### src/rtl/core/ors_pkg.sv
// Shared types and constants for the 1-Wire ROM search engine.
package ors_pkg;

  localparam int unsigned SerialBits = 64;
  localparam int unsigned BitIdxW    = $clog2(SerialBits);
  localparam int unsigned MarkW      = BitIdxW + 1;

  localparam logic [7:0]       CrcPoly    = 8'h8C;
  localparam logic [7:0]       CmdReset   = 8'hF0;
  localparam logic [MarkW-1:0] NoMark     = '1;
  localparam logic [BitIdxW-1:0] LastBit  = BitIdxW'(SerialBits - 1);

  // Request kinds on the input channel
  typedef enum logic [1:0] {
    KIND_START   = 2'd0,
    KIND_TRIPLET = 2'd1,
    KIND_CLEAR   = 2'd2,
    KIND_BUS_ERR = 2'd3
  } ors_kind_e;

  // Result kinds on the output channel
  typedef enum logic [1:0] {
    RK_TRIPLET = 2'd0,
    RK_FOUND   = 2'd1,
    RK_DONE    = 2'd2,
    RK_ERROR   = 2'd3
  } ors_rkind_e;

  typedef struct packed {
    ors_rkind_e             kind;
    logic                   send;
    logic [7:0]             cmd;
    logic                   dir;
    logic [BitIdxW-1:0]     idx;
    logic [SerialBits-1:0]  rom;
  } ors_result_t;

endpackage

### src/rtl/core/ors_core.sv
// Search state, CRC and per-request result logic of the ROM search engine.
module ors_core
  import ors_pkg::*;
(
  input  logic          clk_i,
  input  logic          rst_ni,
  input  logic          cfg_we_i,
  input  logic [7:0]    cfg_data_i,
  input  logic          fire_i,
  input  logic [1:0]    kind_i,
  input  logic          first_read_i,
  input  logic          second_read_i,
  input  logic          taken_dir_i,
  output logic          res_valid_o,
  output ors_result_t   res_o
);

  logic [7:0]            cmd_q;
  logic [SerialBits-1:0] serial_q, serial_d;
  logic [MarkW-1:0]      pd_q, pd_d;
  logic                  finished_q, finished_d;
  logic [BitIdxW-1:0]    bit_pos_q, bit_pos_d;
  logic [MarkW-1:0]      pzm_q, pzm_d;
  logic [7:0]            crc_q, crc_d;
  logic                  active_q, active_d;

  logic [BitIdxW-1:0]    next_pos;
  logic [7:0]            crc_step;
  logic                  crc_fb;
  ors_kind_e             kind;

  // Preferred direction for bit b against the last discrepancy
  function automatic logic pick_dir(input logic [BitIdxW-1:0] b,
                                    input logic [MarkW-1:0] pd,
                                    input logic [SerialBits-1:0] ser);
    logic neg;
    neg = pd[MarkW-1];
    if (!neg && (b < pd[BitIdxW-1:0])) begin
      return ser[b];
    end
    return !neg && (b == pd[BitIdxW-1:0]);
  endfunction

  assign kind     = ors_kind_e'(kind_i);
  assign next_pos = bit_pos_q + BitIdxW'(1);
  assign crc_fb   = crc_q[0] ^ taken_dir_i;
  assign crc_step = (crc_q >> 1) ^ (crc_fb ? CrcPoly : 8'h00);

  // Compute next state and the result of the request
  always_comb begin
    serial_d    = serial_q;
    pd_d        = pd_q;
    finished_d  = finished_q;
    bit_pos_d   = bit_pos_q;
    pzm_d       = pzm_q;
    crc_d       = crc_q;
    active_d    = active_q;
    res_valid_o = 1'b0;
    res_o       = '0;
    if (fire_i) begin
      case (kind)
        KIND_START: begin
          res_valid_o = 1'b1;
          if (finished_q) begin
            active_d   = 1'b0;
            res_o.kind = RK_DONE;
          end else begin
            active_d   = 1'b1;
            bit_pos_d  = '0;
            pzm_d      = NoMark;
            crc_d      = '0;
            res_o.kind = RK_TRIPLET;
            res_o.send = 1'b1;
            res_o.cmd  = cmd_q;
            res_o.dir  = pick_dir('0, pd_q, serial_q);
          end
        end
        KIND_CLEAR: begin
          pd_d       = NoMark;
          finished_d = 1'b0;
          active_d   = 1'b0;
        end
        KIND_BUS_ERR: begin
          active_d    = 1'b0;
          res_valid_o = 1'b1;
          res_o.kind  = RK_ERROR;
        end
        KIND_TRIPLET: begin
          if (active_q) begin
            res_valid_o = 1'b1;
            if (first_read_i && second_read_i) begin
              // no device answered
              finished_d = 1'b1;
              active_d   = 1'b0;
              res_o.kind = RK_DONE;
            end else begin
              if (!first_read_i && !second_read_i && !taken_dir_i) begin
                pzm_d = {1'b0, bit_pos_q};
              end
              serial_d[bit_pos_q] = taken_dir_i;
              crc_d = crc_step;
              if (bit_pos_q == LastBit) begin
                active_d = 1'b0;
                if ((crc_step != 8'h00) || (serial_d[7:0] == 8'h00)) begin
                  res_o.kind = RK_ERROR;
                end else begin
                  pd_d       = pzm_d;
                  finished_d = pzm_d[MarkW-1];
                  res_o.kind = RK_FOUND;
                  res_o.rom  = serial_d;
                end
              end else begin
                bit_pos_d  = next_pos;
                res_o.kind = RK_TRIPLET;
                res_o.dir  = pick_dir(next_pos, pd_q, serial_d);
                res_o.idx  = next_pos;
              end
            end
          end
        end
        default: begin
          active_d = active_q;
        end
      endcase
    end
  end

  // Hold search state
  always_ff @(posedge clk_i or negedge rst_ni) begin
    if (!rst_ni) begin
      cmd_q      <= CmdReset;
      serial_q   <= '0;
      pd_q       <= NoMark;
      finished_q <= 1'b0;
      bit_pos_q  <= '0;
      pzm_q      <= NoMark;
      crc_q      <= '0;
      active_q   <= 1'b0;
    end else begin
      if (cfg_we_i) begin
        cmd_q <= cfg_data_i;
      end
      serial_q   <= serial_d;
      pd_q       <= pd_d;
      finished_q <= finished_d;
      bit_pos_q  <= bit_pos_d;
      pzm_q      <= pzm_d;
      crc_q      <= crc_d;
      active_q   <= active_d;
    end
  end

`ifndef SYNTHESIS
  // A mid-pass triplet request advances the bit position by one
  assert property (@(posedge clk_i) disable iff (!rst_ni)
    (fire_i && (kind == KIND_TRIPLET) && active_q && !(first_read_i && second_read_i)
     && (bit_pos_q != LastBit))
    |=> (bit_pos_q == BitIdxW'($past(bit_pos_q) + 1'b1)))
    else $error("bit position did not advance");

  // A start after the last device answers search done
  assert property (@(posedge clk_i) disable iff (!rst_ni)
    (fire_i && (kind == KIND_START) && finished_q) |-> (res_o.kind == RK_DONE))
    else $error("start after finished search did not report done");

  // A found device never has a zero family code
  assert property (@(posedge clk_i) disable iff (!rst_ni)
    (res_valid_o && (res_o.kind == RK_FOUND)) |-> (res_o.rom[7:0] != 8'h00))
    else $error("found device with zero family code");

  // The command byte is only sent with the first triplet of a pass
  assert property (@(posedge clk_i) disable iff (!rst_ni)
    (res_valid_o && res_o.send) |-> ((kind == KIND_START) && (res_o.kind == RK_TRIPLET)))
    else $error("command byte outside pass start");
`endif

endmodule

### src/rtl/core/ors_out_reg.sv
// Result holding register between the search logic and the output channel.
module ors_out_reg
  import ors_pkg::*;
(
  input  logic        clk_i,
  input  logic        rst_ni,
  input  logic        load_i,
  input  ors_result_t res_i,
  input  logic        out_ready_i,
  output logic        space_o,
  output logic        out_valid_o,
  output ors_result_t res_o
);

  logic        valid_q, valid_d;
  ors_result_t res_q;

  // Take a new result when empty or when the held one leaves this cycle
  assign space_o = !valid_q || out_ready_i;

  always_comb begin
    valid_d = valid_q;
    if (space_o) begin
      valid_d = load_i;
    end
  end

  always_ff @(posedge clk_i or negedge rst_ni) begin
    if (!rst_ni) begin
      valid_q <= 1'b0;
    end else begin
      valid_q <= valid_d;
    end
  end

  // Hold payload until taken
  always_ff @(posedge clk_i) begin
    if (space_o && load_i) begin
      res_q <= res_i;
    end
  end

  assign out_valid_o = valid_q;
  assign res_o       = res_q;

endmodule

### src/rtl/core/onewire_rom_search_engine.sv
// Top level: 1-Wire ROM search engine, at most one result per request.
// A result is presented in the cycle after its request is accepted.
// Requests are accepted one per cycle while the result register has space; it frees in the cycle it is taken.
// Requests that produce no result: clear history, and a triplet with no open pass.
// Reset (async, active low): no pass open, no prior discrepancy, search not finished,
// serial and CRC cleared, search command 0xF0, output channel empty.
module onewire_rom_search_engine
  import ors_pkg::*;
(
  input  logic        clk_i,
  input  logic        rst_ni,
  input  logic        cfg_valid_i,
  output logic        cfg_ready_o,
  input  logic [7:0]  cfg_data_i,
  input  logic        in_valid_i,
  output logic        in_ready_o,
  input  logic [1:0]  kind_i,
  input  logic        first_read_i,
  input  logic        second_read_i,
  input  logic        taken_dir_i,
  output logic        out_valid_o,
  input  logic        out_ready_i,
  output logic [1:0]  result_kind_o,
  output logic        send_command_o,
  output logic [7:0]  command_byte_o,
  output logic        direction_o,
  output logic [5:0]  bit_index_o,
  output logic [63:0] rom_id_o
);

  logic        space;
  logic        fire;
  logic        res_valid;
  ors_result_t res;
  ors_result_t out_res;

  assign cfg_ready_o = 1'b1;
  assign in_ready_o  = space;
  assign fire        = in_valid_i && space;

  ors_core u_core (
    .clk_i         (clk_i),
    .rst_ni        (rst_ni),
    .cfg_we_i      (cfg_valid_i),
    .cfg_data_i    (cfg_data_i),
    .fire_i        (fire),
    .kind_i        (kind_i),
    .first_read_i  (first_read_i),
    .second_read_i (second_read_i),
    .taken_dir_i   (taken_dir_i),
    .res_valid_o   (res_valid),
    .res_o         (res)
  );

  ors_out_reg u_out_reg (
    .clk_i       (clk_i),
    .rst_ni      (rst_ni),
    .load_i      (res_valid),
    .res_i       (res),
    .out_ready_i (out_ready_i),
    .space_o     (space),
    .out_valid_o (out_valid_o),
    .res_o       (out_res)
  );

  // Unpack the result onto the output ports
  assign result_kind_o  = out_res.kind;
  assign send_command_o = out_res.send;
  assign command_byte_o = out_res.cmd;
  assign direction_o    = out_res.dir;
  assign bit_index_o    = out_res.idx;
  assign rom_id_o       = out_res.rom;

endmodule
### config.mk
export PLATFORM = sky130hd
export DESIGN_NAME = onewire_rom_search_engine
export DESIGN_NICKNAME = d
export VERILOG_FILES = /design/src/rtl/core/ors_pkg.sv /design/src/rtl/core/ors_core.sv /design/src/rtl/core/ors_out_reg.sv /design/src/rtl/core/onewire_rom_search_engine.sv
export SDC_FILE = /design/constraint.sdc
export NUM_CORES = 1
export LEC_CHECK = 0
export BUFFER_PORTS_ARGS = -buffer_cell sky130_fd_sc_hd__buf_4
export CAP_MARGIN = 20
export CORE_MARGIN = 10
export CORE_UTILIZATION = 50
export CTS_CLUSTER_SIZE = 12
export DETAILED_ROUTE_END_ITERATION = 10
export PLACE_DENSITY = 0.67
export SYNTH_ARGS = -nofsm -noshare
export SYNTH_HDL_FRONTEND = slang
export SYNTH_HIERARCHICAL = 1
export SYNTH_SLANG_ARGS = --single-unit
### constraint.sdc
create_clock -name clk_i -period 3.2 [get_ports clk_i]
set_input_delay 0.32 -clock clk_i [delete_from_list [all_inputs] [get_ports clk_i]]
set_output_delay 0.32 -clock clk_i [all_outputs]
set_load 0.01 [all_outputs]
==> results of run 1 <==
## cell type report
cell class	count	area, um^2
well taps	265	332
clock buffers	21	450
inverters	15	56.3
clock inverters	11	115
repair buffers	149	1180
flip-flops and latches	185	5060
multi-input cells	644	4310
fillers	1620	7820
## cells in the mapped netlist, types with 3 or more instances
library cell    n
a211oi_1        3
a21o_1          4
a21oi_1        63
a22o_1          4
a31oi_1         3
and2_1         12
and3_1          5
buf_1           5
buf_2          18
buf_4           7
buf_6           4
clkbuf_1       33
dfrtp_1        85
dfstp_2        18
edfxtp_1       82
ha_1           12
inv_1          14
mux2_2         76
mux2i_1        34
mux4_2         12
nand2_1        63
nand2b_1        9
nand3_1        62
nand3b_1        4
nand4_1         4
nor2_1        128
nor2_2          6
nor2b_1         4
nor3_1         12
o21ai_0        56
o21ai_1         3
o22ai_1         7
xnor2_1         4
## per-layer routing
metal  vias up  part of all wire (%)  wire length [um]  GRT usage, %
met2       316                    47             12200          31.9
met3        43                   8.2              2140          4.91
met5         -                     0                 0             0
met4         0                   3.0               792          7.83
li1       3461                     -                 -             -
met1      3639                    42             11100          26.8
## power by group through the flow
stage	clock network, W	registers [W]	logic (W)
detailed placement	0	0.00277	0.000736
floorplan	0	0.00276	0.000436
finish	0.00204	0.00272	0.000741
CTS	0.00207	0.00272	0.000740
global placement	0	0.00276	0.000732
global route	0.00217	0.00274	0.000808
## flip-flops by register name, summed over array words and instances (netlist names)
signal,flops
u_core/active_q,1
u_core/bit_pos_q,6
u_core/cmd_q,8
u_core/pzm_q,7
u_core/finished_q,1
u_core/serial_q,64
u_out_reg/res_o,82
u_out_reg/out_valid_o,1
u_core/pd_q,7
u_core/crc_q,8
## worst min path at each step
stage                              from                           to  slack, ps  depth (start not counted)
after floorplan                  rst_ni  u_core/active_q$_DFFE_PN0P_         20                          0
after global placement           rst_ni  u_core/cmd_q[3]$_DFFE_PN0P_        320                          1
after detailed placement         rst_ni  u_core/cmd_q[3]$_DFFE_PN0P_        320                          1
after CTS                 cfg_data_i[0]  u_core/cmd_q[0]$_DFFE_PN0P_        110                          2
after global routing      cfg_data_i[0]  u_core/cmd_q[0]$_DFFE_PN0P_        110                          2
final                     cfg_data_i[2]  u_core/cmd_q[2]$_DFFE_PN0P_        120                          2
## cell families (layout without fill, tap and decap cells)
logic type	count (synthesis)	in the layout
AND/OR/NAND/NOR	341	341
flip-flops	185	185
AO/OA/AOI/OAI	162	162
multiplexers	122	122
buffers and inverters	82	196
adder cells (fa/ha/maj)	12	12
XOR/XNOR	6	6
other	1	1
## worst max-delay path, cell delays in order (launching register included)
cell and delay, ps:
dfrtp_1 610, buf_4 290, nor4_2 410, nand2b_1 160, o311ai_1 240, o21ai_1 130, nor2_1 150, or2_2 400
buf_12 230, a21oi_1 60
## stage by stage
step | hold WS [ps] | util (%) | cell area [um^2] | cells | power (W)
final | 116 | 59.5 | 11500 | 1290 | 0.00550
after detailed placement | 317 | 56.6 | 10900 | 1257 | 0.00350
after global routing | 110 | 59.5 | 11500 | 1290 | 0.00572
after floorplan | 24.4 | - | 9750 | 911 | 0.00320
after global placement | 321 | 56.6 | 10900 | 1257 | 0.00350
after CTS | 105 | 59.5 | 11500 | 1290 | 0.00553
==> results.py, run 1 <==
metrics = {
    "power_and_ir_drop": {
        "ir_drop_v": 0.000427,
        "pwr-share-clk_pct": 37.1,
        "power_switching_share_pct": 26.6,
        "seqPwrFrac_pct": 49.5,
        "power_density_nw_per_um2": 478,
        "p_sw_w": 0.00146,
        "power.leakage_nw": 4.75,
        "combPwrFrac_pct": 13.5,
        "internal-power_w": 0.00404,
    },
    "timing": {
        "hold_violations": 0,
        "worst_slack_ps": 253,
        "final.min_clock_period_ps": 2950,
        "setup_viol": 0,
        "skew_ps": 6.65,
        "grt_setup_unrepaired": "no",
        "slew_headroom_pct": 46.6,
        "setup_tns_ps": 0,
        "period_share_pct": 92.1,
        "drv_slew": 0,
        "fmax_mhz": 339,
        "worst_pin_slew_ps": 799,
    },
    "worst_setup_path": {
        "rrSetupSlack_ps": 250,
        "required_ps": 3380,
        "crit_start": "u_core/bit_pos_q[3]$_DFFE_PN0P_",
        "path_max_fanout": 28,
        "reg2reg_depth": 9,
        "crit_path_start_kind": "flop",
        "crit_arrival_ps": 3120,
        "regToRegStartpoint": "u_core/bit_pos_q[3]$_DFFE_PN0P_",
        "path_class": "reg2reg",
        "cp-end-kind": "flop",
        "worstReg2RegEnd": "u_out_reg/res_o[23]$_DFFE_PP_",
        "endpoint": "u_out_reg/res_o[23]$_DFFE_PP_",
    },
    "clocking": {
        "cts_tree": "done",
        "clockRootBuffer": "clkbuf_16",
        "post_cts_buffers": 0,
        "ctsResizeCount": 0,
        "clock_sinks": 185,
        "hold_buffers": 1,
        "path_clk_slew_ps": 70,
        "cts_buffers": 17,
        "h-tree-depth": 4,
        "clk_latency_ps": 430,
        "clock_path_buffers": 2,
    },
    "synth": {
        "seq_area_frac_synth_pct": 51.9,
        "synth_mux_area_share_pct": 15.0,
        "synth_area_leaders": "edfxtp_1 (25%), dfrtp_1 (22%), mux2_2 (8.8%)",
        "synth_simple_gate_area_share_pct": 17.2,
        "synthDistinctLibCells": 75,
        "postSynthCellCount": 911,
        "synth_seq_cells": 185,
        "yosys_warnings": 6,
        "synth-compound-area-share_pct": 9.55,
        "syn_nets": 941,
        "yosysTopAreaCellShare_pct": 25.3,
        "synth_adder_area_share_pct": 1.54,
        "synthArstFlopShare_pct": 55.7,
        "synthXorXnorAreaFrac_pct": 0.693,
        "synth_top_family_by_area": "simple AND/OR/NAND/NOR gates",
        "synth_area_um2": 9750,
        "synth-edff-count": 82,
        "synthFlopType": "dfrtp_1",
        "synth.avg_cell_area_um2": 10.7,
        "synth_top_area_cell": "edfxtp_1",
    },
    "cells_and_area": {
        "layout-drive-gt1-share_pct": 30.7,
        "layout.nets": 1042,
        "area_delta_synth_final_pct": 18.1,
        "mostFrequentLayoutCells": "buf_4 (143), nor2_1 (128), dfrtp_1 (84)",
        "diodes": 0,
        "mostFrequentLayoutCell": "buf_4",
    },
    "die": {
        "die_h_um": 160,
        "core_um2": 19300,
        "initial_utilization_pct": 50.4,
        "pin_count": 103,
        "die_area_um2": 25500,
        "die_w_um": 160,
        "core.rowCount": 51,
    },
    "placement": {
        "numPortBuffers": 101,
        "post-dp-hpwl_um": 18600,
        "pre_cts_ws_ps": 316,
        "gp_congestion": 0.964,
    },
    "drt": {
        "vias": 7459,
        "wl_um": 26200,
        "drc": 0,
        "wl_per_cell_um": 20.3,
        "drt_first_pass_iters": 5,
        "routed_via_density": 5.78,
        "dr.first_iter.drc_count": 755,
        "antenna_left": 0,
    },
    "global_route": {
        "grt_start_max_net_pins": 59,
        "grt_usage_pct": 20.4,
        "first_global_vias": 7297,
        "overflow": 0,
        "antenna_found_initial": 0,
        "grt_pass1_wl_um": 41600,
    },
    "outcome": {
        "status": "complete, no violations",
    },
    "run": {
        "drv_cap": 0,
    },
    "hold_path": {
        "hp-class": "in2reg",
    },
}
Power figures use the tool's default switching activity.
==> run 2: changes to the inputs <==
BUFFER_PORTS_ARGS = -buffer_cell sky130_fd_sc_hd__clkbuf_2   (was -buffer_cell sky130_fd_sc_hd__buf_4)
==> results.py, run 2 (synthesis results as in run 1) <==
metrics = {
    "timing": {
        "slew_headroom_pct": 38.9,
        "grt_setup_unrepaired": "no",
        "final.min_clock_period_ps": 2880,
        "fmax_mhz": 347,
        "drv_slew": 0,
        "hold_violations": 0,
        "period_share_pct": 90.1,
        "setup_tns_ps": 0,
        "skew_ps": 8.34,
        "hold_ws_ps": 112,
        "worst_slack_ps": 316,
        "setup_viol": 0,
        "worst_pin_slew_ps": 917,
    },
    "run": {
        "drv_cap": 0,
    },
    "hold_path": {
        "whs_path_depth": 2,
        "hp-class": "in2reg",
        "holdCritStartpoint": "cfg_data_i[2]",
        "worstHoldEndpoint": "u_core/cmd_q[2]$_DFFE_PN0P_",
    },
    "die": {
        "initial_utilization_pct": 50.4,
        "core.rowCount": 51,
        "die_h_um": 160,
        "die_area_um2": 25500,
        "pin_count": 103,
        "die_w_um": 160,
        "core_um2": 19300,
    },
    "cells_and_area": {
        "mostFrequentLayoutCell": "nor2_1",
        "final_area_um2": 11200,
        "layout.nets": 1037,
        "area_delta_synth_final_pct": 15.2,
        "largest_register_ffs": 82,
        "layout-drive-gt1-share_pct": 30.2,
        "diodes": 0,
        "mostFrequentLayoutCells": "nor2_1 (128), clkbuf_2 (99), dfrtp_1 (84)",
    },
    "worst_setup_path": {
        "cp-end-kind": "flop",
        "crit_path_start_kind": "flop",
        "rrSetupSlack_ps": 320,
        "regToRegStartpoint": "u_core/bit_pos_q[4]$_DFFE_PN0P_",
        "reg2reg_depth": 8,
        "path_class": "reg2reg",
        "critPathMaxStageDelay_ps": 720,
        "path_max_fanout": 36,
        "required_ps": 3440,
        "path_cells": "buf_4, and3_1, nand3_1, nor2_1, nand2_1, or2_2, buf_12, a21oi_1",
        "crit_slowest_cell": "dfrtp_1",
        "crit_arrival_ps": 3130,
        "worstReg2RegEnd": "u_out_reg/res_o[18]$_DFFE_PP_",
    },
    "drt": {
        "drc": 0,
        "antenna_left": 0,
        "drt_first_pass_iters": 5,
        "dr.first_iter.drc_count": 706,
        "vias": 7415,
        "wl_per_cell_um": 20.2,
        "routed_via_density": 5.77,
        "wl_um": 25900,
    },
    "clocking": {
        "cts_buffers": 17,
        "clockRootBuffer": "clkbuf_16",
        "h-tree-depth": 4,
        "hold_buffers": 1,
        "clock_path_buffers": 2,
        "ctsResizeCount": 0,
        "path_clk_slew_ps": 70,
        "clk_latency_ps": 440,
        "clock_sinks": 185,
        "post_cts_buffers": 0,
        "cts_tree": "done",
    },
    "global_route": {
        "antenna_found_initial": 0,
        "grt_usage_pct": 20.3,
        "overflow": 0,
        "grt_pass1_wl_um": 41400,
        "grt_start_max_net_pins": 100,
        "first_global_vias": 7233,
    },
    "placement": {
        "numPortBuffers": 101,
        "pre_cts_ws_ps": 375,
        "post-dp-hpwl_um": 17800,
        "gp_congestion": 0.936,
        "place_area_um2": 10700,
    },
    "power_and_ir_drop": {
        "power.leakage_nw": 4.65,
        "finalPower_w": 0.00551,
        "ir_drop_v": 0.000377,
        "power_density_nw_per_um2": 491,
    },
    "outcome": {
        "status": "complete, no violations",
    },
}
[run 2: cell types whose count changed in the layout (fill, tap and decap cells not counted), sizes merged]
cell      delta
buf        -104
clkbuf      +99
clkinvlp     +2
inv          -2
bufinv       +1
clkinv       -1
[run 2: layout make-up]
type,instances,area [um^2]
Fill cell,1671,8100
Sequential cell,185,5060
Multi-Input combinational cell,644,4310
Timing Repair Buffer,144,898
Clock buffer,21,450
Tap cell,265,332
Clock inverter,11,121
Inverter,15,56.3
[run 2: worst max-delay path by stage]
stage | endpoint | slack (ps) | cells past startpoint | start
global route | u_out_reg/res_o[70]$_DFFE_PP_ | 70 | 10 | u_core/bit_pos_q[1]$_DFFE_PN0P_
detailed placement | u_out_reg/res_o[70]$_DFFE_PP_ | 370 | 10 | u_core/bit_pos_q[1]$_DFFE_PN0P_
floorplan | u_out_reg/res_o[70]$_DFFE_PP_ | 310 | 11 | u_core/bit_pos_q[0]$_DFFE_PN0P_
CTS | u_out_reg/res_o[70]$_DFFE_PP_ | 390 | 11 | u_core/bit_pos_q[1]$_DFFE_PN0P_
global placement | u_out_reg/res_o[70]$_DFFE_PP_ | 430 | 9 | u_core/bit_pos_q[3]$_DFFE_PN0P_
finish | u_out_reg/res_o[18]$_DFFE_PP_ | 320 | 8 | u_core/bit_pos_q[4]$_DFFE_PN0P_
[run 2: per-stage QoR]
step | cells | util (%)
after floorplan | 911 | -
after global placement | 1252 | 55.1
after detailed placement | 1252 | 55.1
after CTS | 1285 | 58.1
after global routing | 1285 | 58.1
final | 1285 | 58.1
[run 2: per-layer routing]
metal / routed length [um] / GRT usage (%) / vias to the layer above
met5: 0 / 0 / -
met1: 11000 / 26.4 / 3639
met4: 564 / 6.57 / 0
li1: - / - / 3453
met3: 2080 / 5.63 / 38
met2: 12300 / 32.3 / 285
[run 2: where the power goes]
part | leakage, nW | internal [W] | switching [W]
Sequential | 2.18 | 0.00263 | 0.0000762
Combinational | 2.20 | 0.000263 | 0.000456
Clock | 0.269 | 0.00117 | 0.000911
[run 2: critical path, delay by kind of cell (launching register included)]
family          cells  cell delay [ps]
compound gates      1              240
buf+inv             2              540
flops               1              720
simple gates        5             1170
